===== src/design/fbpa_pkg.sv =====
`timescale 1ns / 1ps
// ----------------------------------------------------------------------------
// fbpa_pkg - shared definitions for the fixed block pool allocator
// Field widths, register indexes, request kinds, status codes and defaults.
// ----------------------------------------------------------------------------
package fbpa_pkg;

    localparam int unsigned ADDR_W      = 32;
    localparam int unsigned SIZE_W      = 16;
    localparam int unsigned CFG_CNT_W   = 11;
    localparam int unsigned KIND_W      = 2;
    localparam int unsigned STATUS_W    = 2;
    localparam int unsigned CFG_IDX_W   = 2;
    localparam int unsigned CFG_DATA_W  = 32;

    localparam int unsigned MAX_SLOTS_DEF    = 1024;
    localparam int unsigned HEADER_BYTES_DEF = 16;
    localparam int unsigned IDX_W_DEF        = $clog2(MAX_SLOTS_DEF);

    localparam logic [ADDR_W-1:0]    BASE_ADDR_RST  = '0;
    localparam logic [SIZE_W-1:0]    SLOT_SIZE_RST  = 16'd64;
    localparam logic [CFG_CNT_W-1:0] SLOT_COUNT_RST = 11'd1024;

    typedef enum logic [CFG_IDX_W-1:0] {
        REG_BASE_ADDR  = 2'd0,
        REG_SLOT_SIZE  = 2'd1,
        REG_SLOT_COUNT = 2'd2,
        REG_UNUSED     = 2'd3
    } cfg_reg_t;

    typedef enum logic [KIND_W-1:0] {
        KIND_ALLOC = 2'd0,
        KIND_FREE  = 2'd1,
        KIND_CLEAR = 2'd2,
        KIND_NOP   = 2'd3
    } req_kind_t;

    typedef enum logic [STATUS_W-1:0] {
        STAT_OK       = 2'd0,
        STAT_EMPTY    = 2'd1,
        STAT_BAD_FREE = 2'd2,
        STAT_RSVD     = 2'd3
    } status_t;

    // divider result, valid for one cycle
    typedef struct packed {
        logic              done;
        logic              exact;
        logic [ADDR_W-1:0] quot;
    } div_res_t;

endpackage


===== src/design/fbpa_serial_div.sv =====
`timescale 1ns / 1ps
// ----------------------------------------------------------------------------
// fbpa_serial_div - restoring divider for address to index conversion
// One quotient bit per cycle; reports quotient and whether remainder is zero.
// ----------------------------------------------------------------------------
module fbpa_serial_div (
    input  logic                        clk,
    input  logic                        rst_n,
    input  logic                        start,
    input  logic [fbpa_pkg::ADDR_W-1:0] dividend,
    input  logic [fbpa_pkg::SIZE_W-1:0] divisor,
    output fbpa_pkg::div_res_t          res
);
    import fbpa_pkg::*;

    localparam int unsigned CNT_W = $clog2(ADDR_W + 1);

    logic              busy_reg;
    logic              done_reg;
    logic [CNT_W-1:0]  cnt_reg;
    logic [ADDR_W-1:0] quot_reg;
    logic [SIZE_W-1:0] rem_reg;
    logic [SIZE_W-1:0] dvsr_reg;
    logic [SIZE_W:0]   trial;
    logic              qbit;

    // bring down the next dividend bit and try a subtract
    assign trial = {rem_reg, quot_reg[ADDR_W-1]};
    assign qbit  = (trial >= {1'b0, dvsr_reg});

    always_ff @(posedge clk or negedge rst_n)
    begin
        if (!rst_n)
        begin
            busy_reg <= 1'b0;
            done_reg <= 1'b0;
            cnt_reg  <= '0;
        end
        else
        begin
            done_reg <= 1'b0;
            if (start)
            begin
                busy_reg <= 1'b1;
                cnt_reg  <= CNT_W'(ADDR_W);
            end
            else if (busy_reg)
            begin
                cnt_reg <= cnt_reg - CNT_W'(1);
                if (cnt_reg == CNT_W'(1))
                begin
                    busy_reg <= 1'b0;
                    done_reg <= 1'b1;
                end
            end
        end
    end

    always_ff @(posedge clk)
    begin
        if (start)
        begin
            quot_reg <= dividend;
            rem_reg  <= '0;
            dvsr_reg <= divisor;
        end
        else if (busy_reg)
        begin
            quot_reg <= {quot_reg[ADDR_W-2:0], qbit};
            if (qbit)
                rem_reg <= SIZE_W'(trial - {1'b0, dvsr_reg});
            else
                rem_reg <= trial[SIZE_W-1:0];
        end
    end

    assign res.done  = done_reg;
    assign res.exact = (rem_reg == '0);
    assign res.quot  = quot_reg;

    busy_no_restart: assert property (@(posedge clk) disable iff (!rst_n)
        busy_reg |-> !start)
        else $error("divider restarted while busy");

    rem_below_divisor: assert property (@(posedge clk) disable iff (!rst_n)
        done_reg |-> (rem_reg < dvsr_reg))
        else $error("divider remainder not below divisor");

    done_single: assert property (@(posedge clk) disable iff (!rst_n)
        done_reg |=> !done_reg)
        else $error("divider done held for more than one cycle");

endmodule


===== config.mk =====
export PLATFORM = sky130hd
export DESIGN_NAME = fbpa_serial_div
export DESIGN_NICKNAME = d
export VERILOG_FILES = /design/src/design/fbpa_pkg.sv /design/src/design/fbpa_serial_div.sv
export SDC_FILE = /design/constraint.sdc
export NUM_CORES = 1
export LEC_CHECK = 0
export CAP_MARGIN = 10
export CELL_PAD_IN_SITES_DETAIL_PLACEMENT = 1
export CELL_PAD_IN_SITES_GLOBAL_PLACEMENT = 2
export CORE_AREA = 2 2 97 99
export DETAILED_ROUTE_END_ITERATION = 7
export DIE_AREA = 0 0 99 101
export DONT_BUFFER_PORTS = 1
export GPL_TIMING_DRIVEN = 0
export PLACE_DENSITY = 0.93
export SYNTH_ARGS = -nofsm -noshare
export SYNTH_HDL_FRONTEND = slang
export SYNTH_SLANG_ARGS = --single-unit

===== constraint.sdc =====
create_clock -name clk -period 5 [get_ports clk]
set_input_delay 0.5 -clock clk [delete_from_list [all_inputs] [get_ports clk]]
set_output_delay 0.5 -clock clk [all_outputs]
set_load 0.005 [all_outputs]

==> run metrics <==
clock period minus worst slack 2.927 ns; drt wl/cell 20.50 um; num ports 85; cell leakage power 1.678 nW; Final setup viols 0; Yosys Warn Count 0; dominant synthesized flop cell edfxtp_1; CTS root buf clkbuf_8; global-route wire length before repair 15270 um; max FFs per register 32; initial antenna violation count 0; sequential power share 0.381; GRT overflow 0; combinational power share 0.381; ANT nets after route 0; GR Util All Layers 0.1966; die width 99 um; Final Skew 0.01350 ns; H-tree level count 3; vias in the first global route 2968; Worst Setup Start Kind register; max incr delay on CP 0.56 ns; hold slack final 0.2330 ns; Synth Register Bits 72; CP endpoint kind register; Post-DP Area 3973 um2; Internal Pwr Total 1.533 mW; routed vias 2602; DRT iter0 DRCs 80; DR DRC count 0; crit path from dvsr_reg[1]$_DFFE_PP_; final worst path period share 0.5854; layout cells sized above 1 0.1879; Yosys top cell by area edfxtp_1; post-synth top area share 0.3760; number of CTS-inserted buffers 9; Slew @ Worst Pin 0.6263 ns; final-stage net count 411; worst rel slew slack 0.5787; Synth Area per Inst 11.69 um2; net switching power 0.8838 mW; Final Instance Area 4253 um2; Final Hold Vio Count 0; critical path class register to register; top area cells in the synthesized netlist edfxtp_1, mux2_2, dfxtp_1; full die area 9999 um2; power per cell area 568.4 nW/um2; Initial Util 0.4270; max-cap viol count 0; Clock power frac 0.239; R2R setup slack 2.07 ns; synth unique cells 56; critical-path cell list inv_1 -> ha_1 -> nor2b_1 -> o2111ai_1 -> a21boi_0 -> a211oi_2 -> o211ai_2 -> buf_6 -> nor4bb_1 -> o31ai_1; row count 35; Required @ worst endpoint 5.24 ns; register area share after synthesis 0.5117; top-count cell post-synth edfxtp_1; Via density 5.694; CP max-delay cell a21boi_0; Worst Hold Class primary input to register; DR pass1 iterations 4; max-slew violation count 0; port bufs 0; maximum number of pins on one net before global-route repair 33; max frequency 341.6 MHz; CTS tree yes; Worst setup endpoint rem_reg[15]$_SDFFE_PP0P_; GR met1 Demand/Resource 0.2261; Area Overhead vs Synth 10.93%; diode count 0; status completed; clk_lat worst skew 0.35 ns; non-filler cells, final 457; Netlist Area Pre-Place 3834 um2; setup TNS 0 ns; Synth async-reset ratio 0.1111; Register-to-Register Path Depth 10; grt met3 use 0.07420; r2r startpoint dvsr_reg[1]$_DFFE_PP_; Routed WL 9370 um; Crit Path Max Fanout 10; switching share of power 0.3656; Placed Instances 439; RSZ-0062 raised after global routing false; CTS Buffer Depth 2; M2 GR Usage 0.3332; hpwl dp 6747 um; most used routing layer met2; Commonest cells post-synth edfxtp_1, mux2_2, nor2_1; core region area 8977 um2; Reg clk slew, reported paths 0.09 ns; Num Clock Sinks 72; Post-Syn Instances 328; Synthesized Nets 398; Worst EP arrival 3.16 ns; cts repair resizes 0; Die H 101 um; global placer's final weighted congestion 0.8727; EDFF count, synth 48; worst vdd ir 0.0002356 V; worst reg2reg endpoint rem_reg[15]$_SDFFE_PP0P_
## placed cells by master, fill, tap and decap left out, types with 8 or more instances in the layout
cell type and instances:
mux2_2 33, ha_1 18, edfxtp_1 48, xnor2_1 9, nand2_1 15, inv_1 24
a211oi_1 12, a21oi_1 13, clkbuf_8 9, mux2i_1 11, dfxtp_1 16, clkbuf_1 10
nor2_1 27, o21ai_0 10, dfrtp_1 8
## timing repair
| action | 4_1_cts | 5_1_grt |
|---|---|---|
| hold buffers | 1 | 0 |
| setup buffers | 0 | 0 |
| hold endpoints to repair | 8 | 0 |
## per-layer routing
layer / vias up / routed length, um
met3: 13 / 692
met5: - / 0
met2: 89 / 4590
met1: 1278 / 3919
li1: 1222 / -
met4: 0 / 167
## worst max-delay path, delay by kind of cell, from the launching register on
kind                       cells  cell delay (ns)
AOI/OAI and AO/OA              5             1.37
adders and majority gates      1             0.29
buffers and inverters          2             0.27
DFF                            1             0.38
and+or+nand+nor                2             0.49
## worst min-delay path by stage
stage	cells past startpoint	endpoint	start
5_1_grt	0	dvsr_reg[2]$_DFFE_PP_	divisor[2]
6_report	0	dvsr_reg[2]$_DFFE_PP_	divisor[2]
2_1_floorplan	0	busy_reg$_DFF_PN0_	rst_n
3_3_place_gp	0	cnt_reg[4]$_DFFE_PN0P_	rst_n
3_5_place_dp	0	cnt_reg[4]$_DFFE_PN0P_	rst_n
4_1_cts	0	dvsr_reg[2]$_DFFE_PP_	divisor[2]
## stage by stage
stage	total power, mW	setup WS, ns	util
finish	2.417	2.073	0.4737
floorplan	1.605	2.634	-
detailed placement	1.836	2.092	0.4425
CTS	2.430	2.042	0.4707
global route	2.574	1.884	0.4737
global placement	1.802	2.153	0.4425
## power groups by stage
stage               registers, mW  logic (mW)  clock network, mW
global route                0.940        1.02              0.614
finish                      0.921       0.920              0.577
CTS                         0.921       0.916              0.593
global placement            0.924       0.877                  0
detailed placement          0.929       0.907                  0
floorplan                   0.878       0.727                  0
## logic make-up after synthesis
logic type,Yosys count,synth area share
multiplexers,44,0.1257
adder cells (fa/ha/maj),19,0.06397
AO/OA/AOI/OAI,64,0.1181
buffers and inverters,39,0.04536
AND/OR/NAND/NOR,75,0.1009
XOR/XNOR,15,0.03427
flip-flops,72,0.5117
## cell type report
class / instances / area [um2]
Buffer: 15 / 83.83
Clock buffer: 10 / 127.6
Clock inverter: 6 / 115.1
Fill cell: 953 / 4725
Inverter: 24 / 90.09
Multi-Input combinational cell: 217 / 1698
Sequential cell: 72 / 1962
Tap cell: 111 / 138.9
Timing Repair Buffer: 2 / 37.54
(Power assumes the default switching activity.)
