$ cat config.mk
export PLATFORM = sky130hd
export DESIGN_NAME = fbpa_serial_mul
export DESIGN_NICKNAME = d
export VERILOG_FILES = /design/src/design/fbpa_pkg.sv /design/src/design/fbpa_serial_mul.sv
export SDC_FILE = /design/constraint.sdc
export NUM_CORES = 1
export LEC_CHECK = 0
export BUFFER_PORTS_ARGS = -buffer_cell sky130_fd_sc_hd__buf_2
export CORE_MARGIN = 3
export CORE_UTILIZATION = 53
export DETAILED_ROUTE_END_ITERATION = 7
export PLACE_DENSITY_LB_ADDON = 0.12
export SLEW_MARGIN = 10
export SYNTH_ARGS = -nofsm -noshare
export SYNTH_HDL_FRONTEND = slang
export SYNTH_SLANG_ARGS = --single-unit
$ cat constraint.sdc
create_clock -name clk -period 2.46 [get_ports clk]
set_clock_uncertainty 0.15 [all_clocks]
set_input_delay 0 -clock clk [delete_from_list [all_inputs] [get_ports clk]]
set_output_delay 0 -clock clk [all_outputs]
set_load 0.02 [all_outputs]
$ cat src/design/fbpa_pkg.sv
`timescale 1ns / 1ps
// ----------------------------------------------------------------------------
// fbpa_pkg - shared definitions for the fixed block pool allocator
// Field widths, register indexes, request kinds, status codes and defaults.
// ----------------------------------------------------------------------------
package fbpa_pkg;

    localparam int unsigned ADDR_W      = 32;
    localparam int unsigned SIZE_W      = 16;
    localparam int unsigned CFG_CNT_W   = 11;
    localparam int unsigned KIND_W      = 2;
    localparam int unsigned STATUS_W    = 2;
    localparam int unsigned CFG_IDX_W   = 2;
    localparam int unsigned CFG_DATA_W  = 32;

    localparam int unsigned MAX_SLOTS_DEF    = 1024;
    localparam int unsigned HEADER_BYTES_DEF = 16;
    localparam int unsigned IDX_W_DEF        = $clog2(MAX_SLOTS_DEF);

    localparam logic [ADDR_W-1:0]    BASE_ADDR_RST  = '0;
    localparam logic [SIZE_W-1:0]    SLOT_SIZE_RST  = 16'd64;
    localparam logic [CFG_CNT_W-1:0] SLOT_COUNT_RST = 11'd1024;

    typedef enum logic [CFG_IDX_W-1:0] {
        REG_BASE_ADDR  = 2'd0,
        REG_SLOT_SIZE  = 2'd1,
        REG_SLOT_COUNT = 2'd2,
        REG_UNUSED     = 2'd3
    } cfg_reg_t;

    typedef enum logic [KIND_W-1:0] {
        KIND_ALLOC = 2'd0,
        KIND_FREE  = 2'd1,
        KIND_CLEAR = 2'd2,
        KIND_NOP   = 2'd3
    } req_kind_t;

    typedef enum logic [STATUS_W-1:0] {
        STAT_OK       = 2'd0,
        STAT_EMPTY    = 2'd1,
        STAT_BAD_FREE = 2'd2,
        STAT_RSVD     = 2'd3
    } status_t;

    // divider result, valid for one cycle
    typedef struct packed {
        logic              done;
        logic              exact;
        logic [ADDR_W-1:0] quot;
    } div_res_t;

endpackage

$ cat src/design/fbpa_serial_mul.sv
`timescale 1ns / 1ps
// ----------------------------------------------------------------------------
// fbpa_serial_mul - bit-serial slot offset multiplier
// Shift-add product of slot index and slot size, one index bit per cycle.
// Product is taken modulo 2^32.
// ----------------------------------------------------------------------------
module fbpa_serial_mul #(
    parameter int unsigned IDX_W = fbpa_pkg::IDX_W_DEF
) (
    input  logic                        clk,
    input  logic                        rst_n,
    input  logic                        start,
    input  logic [IDX_W-1:0]            idx,
    input  logic [fbpa_pkg::SIZE_W-1:0] size,
    output logic                        done,
    output logic [fbpa_pkg::ADDR_W-1:0] prod
);
    import fbpa_pkg::*;

    localparam int unsigned CNT_W = $clog2(IDX_W + 1);

    logic              busy_reg;
    logic              done_reg;
    logic [CNT_W-1:0]  cnt_reg;
    logic [IDX_W-1:0]  mplier_reg;
    logic [ADDR_W-1:0] mcand_reg;
    logic [ADDR_W-1:0] acc_reg;

    always_ff @(posedge clk or negedge rst_n)
    begin
        if (!rst_n)
        begin
            busy_reg <= 1'b0;
            done_reg <= 1'b0;
            cnt_reg  <= '0;
        end
        else
        begin
            done_reg <= 1'b0;
            if (start)
            begin
                busy_reg <= 1'b1;
                cnt_reg  <= CNT_W'(IDX_W);
            end
            else if (busy_reg)
            begin
                cnt_reg <= cnt_reg - CNT_W'(1);
                if (cnt_reg == CNT_W'(1))
                begin
                    busy_reg <= 1'b0;
                    done_reg <= 1'b1;
                end
            end
        end
    end

    always_ff @(posedge clk)
    begin
        if (start)
        begin
            mplier_reg <= idx;
            mcand_reg  <= ADDR_W'(size);
            acc_reg    <= '0;
        end
        else if (busy_reg)
        begin
            if (mplier_reg[0])
                acc_reg <= acc_reg + mcand_reg;
            mcand_reg  <= {mcand_reg[ADDR_W-2:0], 1'b0};
            mplier_reg <= mplier_reg >> 1;
        end
    end

    assign done = done_reg;
    assign prod = acc_reg;

    busy_no_restart: assert property (@(posedge clk) disable iff (!rst_n)
        busy_reg |-> !start)
        else $error("multiplier restarted while busy");

    done_after_last_step: assert property (@(posedge clk) disable iff (!rst_n)
        (busy_reg && cnt_reg == CNT_W'(1) && !start) |=> (done_reg && !busy_reg))
        else $error("multiplier did not finish after last step");

    done_single: assert property (@(posedge clk) disable iff (!rst_n)
        done_reg |=> !done_reg)
        else $error("multiplier done held for more than one cycle");

endmodule

==> summary.txt <==
Status
  • Outcome: finished, violations left
  • Failing checks: negative setup slack

Yosys
  • Post-Syn Area: 4910 um2
  • Xor-xnor portion of the synthesized cell area: 3.75%
  • Synth cell count leaders: nand2_1, a21oi_1, dfxtp_1
  • Number of synthesized register bits: 80
  • Area leader, netlist: dfxtp_1
  • Cell count after synthesis: 535
  • Synth Area in Compound Gates: 19.4%
  • Synth area leaders: dfxtp_1, edfxtp_1, ha_1
  • Adder-Cell Fraction of Synth Area: 8.82%
  • Post-synthesis cell type count: 63
  • Top FF cell, synth: dfxtp_1
  • Post-synth net total: 598
  • Syn. warnings: 0
  • Main combinational cell family by area after synthesis: compound AO/OA/AOI/OAI gates
  • Simple-gate share of the synthesized area: 15.6%
  • Async SR Flop Fraction: 7.50%
  • Post-synthesis mux area share: 9.41%
  • EDFF count, synth: 26
  • Top-count cell post-synth: nand2_1
  • Area share of the largest cell type after synthesis: 19.6%
  • Sequential share of the synthesized area: 38.6%
  • Avg Inst Size Synth: 9.17 um2

GRT
  • Largest net degree at the start of global routing: 49
  • Global-route wire length before repair: 20900 um
  • Vias in the first global route: 4415
  • Total GRT Usage: 25.1%
  • Initial antenna violation count: 0
  • Grt ovf: 0

Placed design
  • Port Buffer Count: 61
  • HPWL after DPL: 8750 um
  • DP Area: 5550 um2
  • Placed Cells: 728
  • GPL Wtd Cong: 0.992
  • Pre-CTS WS: -204 ps

Floorplanning
  • IO Pins: 62
  • Die area: 10400 um2
  • Die Wd: 102 um
  • Core box area: 8850 um2
  • Chip Height: 102 um
  • Starting Density: 55.4%
  • Core Rows: 34

Critical path
  • Setup CP Type: register to register
  • Cell family with most CP delay: compound AO/OA/AOI/OAI gates
  • Worst-path cell chain: ha_4, fa_2, a21o_1, a221oi_4, buf_4, o21ai_2, a21o_1, a211o_1, nand3_1, a21oi_1
  • Critical Path RT: 2550 ps
  • CP endpoint kind: register
  • Most used cell, CP: a21o_1
  • Startpoint types: register
  • Worst path bufs/invs: 1
  • Worst EP arrival: 2730 ps
  • CP max FO: 4
  • Slowest-stage cell, CP: edfxtp_1
  • CP peak stage delay: 450 ps

Routing
  • Routed len/inst: 16.4 um
  • Detailed Route WL: 12800 um
  • Vias per std cell: 5.72
  • Initial DRC count: 171
  • Vias post-DR: 4473
  • DRC viols: 0
  • Drt first pass iters: 5
  • Post-route ant nets: 0

Pwr
  • Leak: 2.85 nW
  • P per Cell Area: 670 nW/um2
  • Worst IR Drop VDD: 440 uV

Clock network
  • CTS tree: yes
  • Reg clk slew, reported paths: 90 ps
  • CTS sink count: 80
  • Worst-Skew Late Latency: 370 ps
  • H-tree depth: 3
  • Inserted Clock Buffers: 9
  • CTS max path bufs: 2
  • CTS Root Cell: clkbuf_8

STA
  • Final Max Slew Viols: 0
  • Final WS setup: -174 ps
  • Final min period: 2630 ps
  • Max Freq: 380 MHz
  • Final setup vio count: 11
  • RSZ-0062 raised after global routing: yes
  • Worst-margin pin slew: 629 ps
  • Final hold slack: 307 ps
  • Slew HR: 58.0%
  • Final period util: 107%
  • Final Hold Violating Endpoints: 0

Cells and area
  • # diodes: 0
  • Net count, final: 732
  • Multi-input logic area: 3010 um2
  • P&R area growth vs syn: 29.3%
  • Number of fill cells: 684
  • Layout cells sized above 1: 28.9%
  • Finished Layout Cells: 782
  • FF+latch area: 1890 um2
  • Final Core Density: 71.7%
  • Design Area, Final: 6340 um2

Flow run
  • Max-cap violation count: 0

Hold path
  • Tightest Hold Check Type: input port to register
path summary, 6_finish.rpt:
check	depth (start not counted)	endpoint	slack, ps	from
setup / recovery	10	prod[10]$_SDFFE_PP0P_	-170	mcand_reg[0]$_SDFFCE_PN0P_
hold / removal	3	mplier_reg[3]$_DFFE_PP_	310	idx[3]
setup reg to reg	10	prod[10]$_SDFFE_PP0P_	-170	mcand_reg[0]$_SDFFCE_PN0P_
hold reg to reg	2	prod[27]$_SDFFE_PP0P_	320	prod[27]$_SDFFE_PP0P_
max in group asynchronous	3	cnt_reg[1]$_DFFE_PN0P_	1520	rst_n
min in group asynchronous	3	cnt_reg[0]$_DFFE_PN0P_	400	rst_n
final cells by class:
type                            instances  share of cell area (%)
Timing Repair Buffer                  148                    16.3
Clock inverter                          7                    1.60
Tap cell                              108                    2.13
Sequential cell                        80                    29.8
Multi-Input combinational cell        416                    47.4
Clock buffer                            9                    1.95
Inverter                               14                   0.829
tightest hold or removal path: stages:
cell and delay (ps):
dlygate4sd3_1 510, buf_2 90, mux2_2 130
metrics by stage:
step | TNS (ps) | power, mW
global route | -2470 | 4.48
finish | -677 | 4.25
global placement | -508 | 2.87
floorplan | 0 | 2.50
detailed placement | -1260 | 2.90
CTS | -328 | 4.14
cell usage in the layout (no fill, tap or decap), types with 4 or more instances in the layout:
master and n:
ha_4 8, buf_4 58, ha_1 24, dfrtp_1 6, nand3_1 14, dlygate4sd3_1 29, nand2_1 72, o211ai_1 5
edfxtp_1 26, xnor2_1 11, o21bai_1 5, nor2_1 36, a211oi_1 4, nor3_1 10, and3_1 6, xor2_1 10
o22ai_1 5, a21oi_1 56, nand4_1 5, mux2i_1 18, dfxtp_1 47, o21ai_0 20, inv_1 14, buf_2 61
a21o_1 10, o21ai_2 5, clkbuf_8 9, mux2_2 24, o21ai_1 7, o21a_1 4
cell families after synthesis:
| kind of cell | count (synthesis) |
|---|---|
| compound gates | 150 |
| xor+xnor | 21 |
| fa+ha+maj | 34 |
| buf+inv | 39 |
| flops | 80 |
| mux | 43 |
| simple gates | 168 |
layer usage:
metal,GRT usage [%],vias to the layer above,routed length (um),share of wire (%)
li1,-,2222,-,-
met1,33.3,2105,5700,45
met2,41.2,126,6240,49
met3,4.57,20,644,5.0
met4,8.78,0,226,1.8
met5,0,-,0,0
power by group:
group,internal [mW],total (mW),switching [mW]
logic,0.701,1.49,0.792
registers,1.50,1.61,0.109
clock network,0.584,1.14,0.558
total,2.79,4.25,1.46
timing repair:
| item | in CTS | in global routing |
|---|---|---|
| endpoints found under the setup margin | 16 | 19 |
| hold buffers | 29 | 0 |
| hold endpoints to repair | 48 | 0 |
| gates cloned | 0 | 0 |
| resized for setup | 19 | 12 |
| pin swaps | 10 | 19 |
| setup buffers | 4 | 5 |
Power figures use the tool's default switching activity.
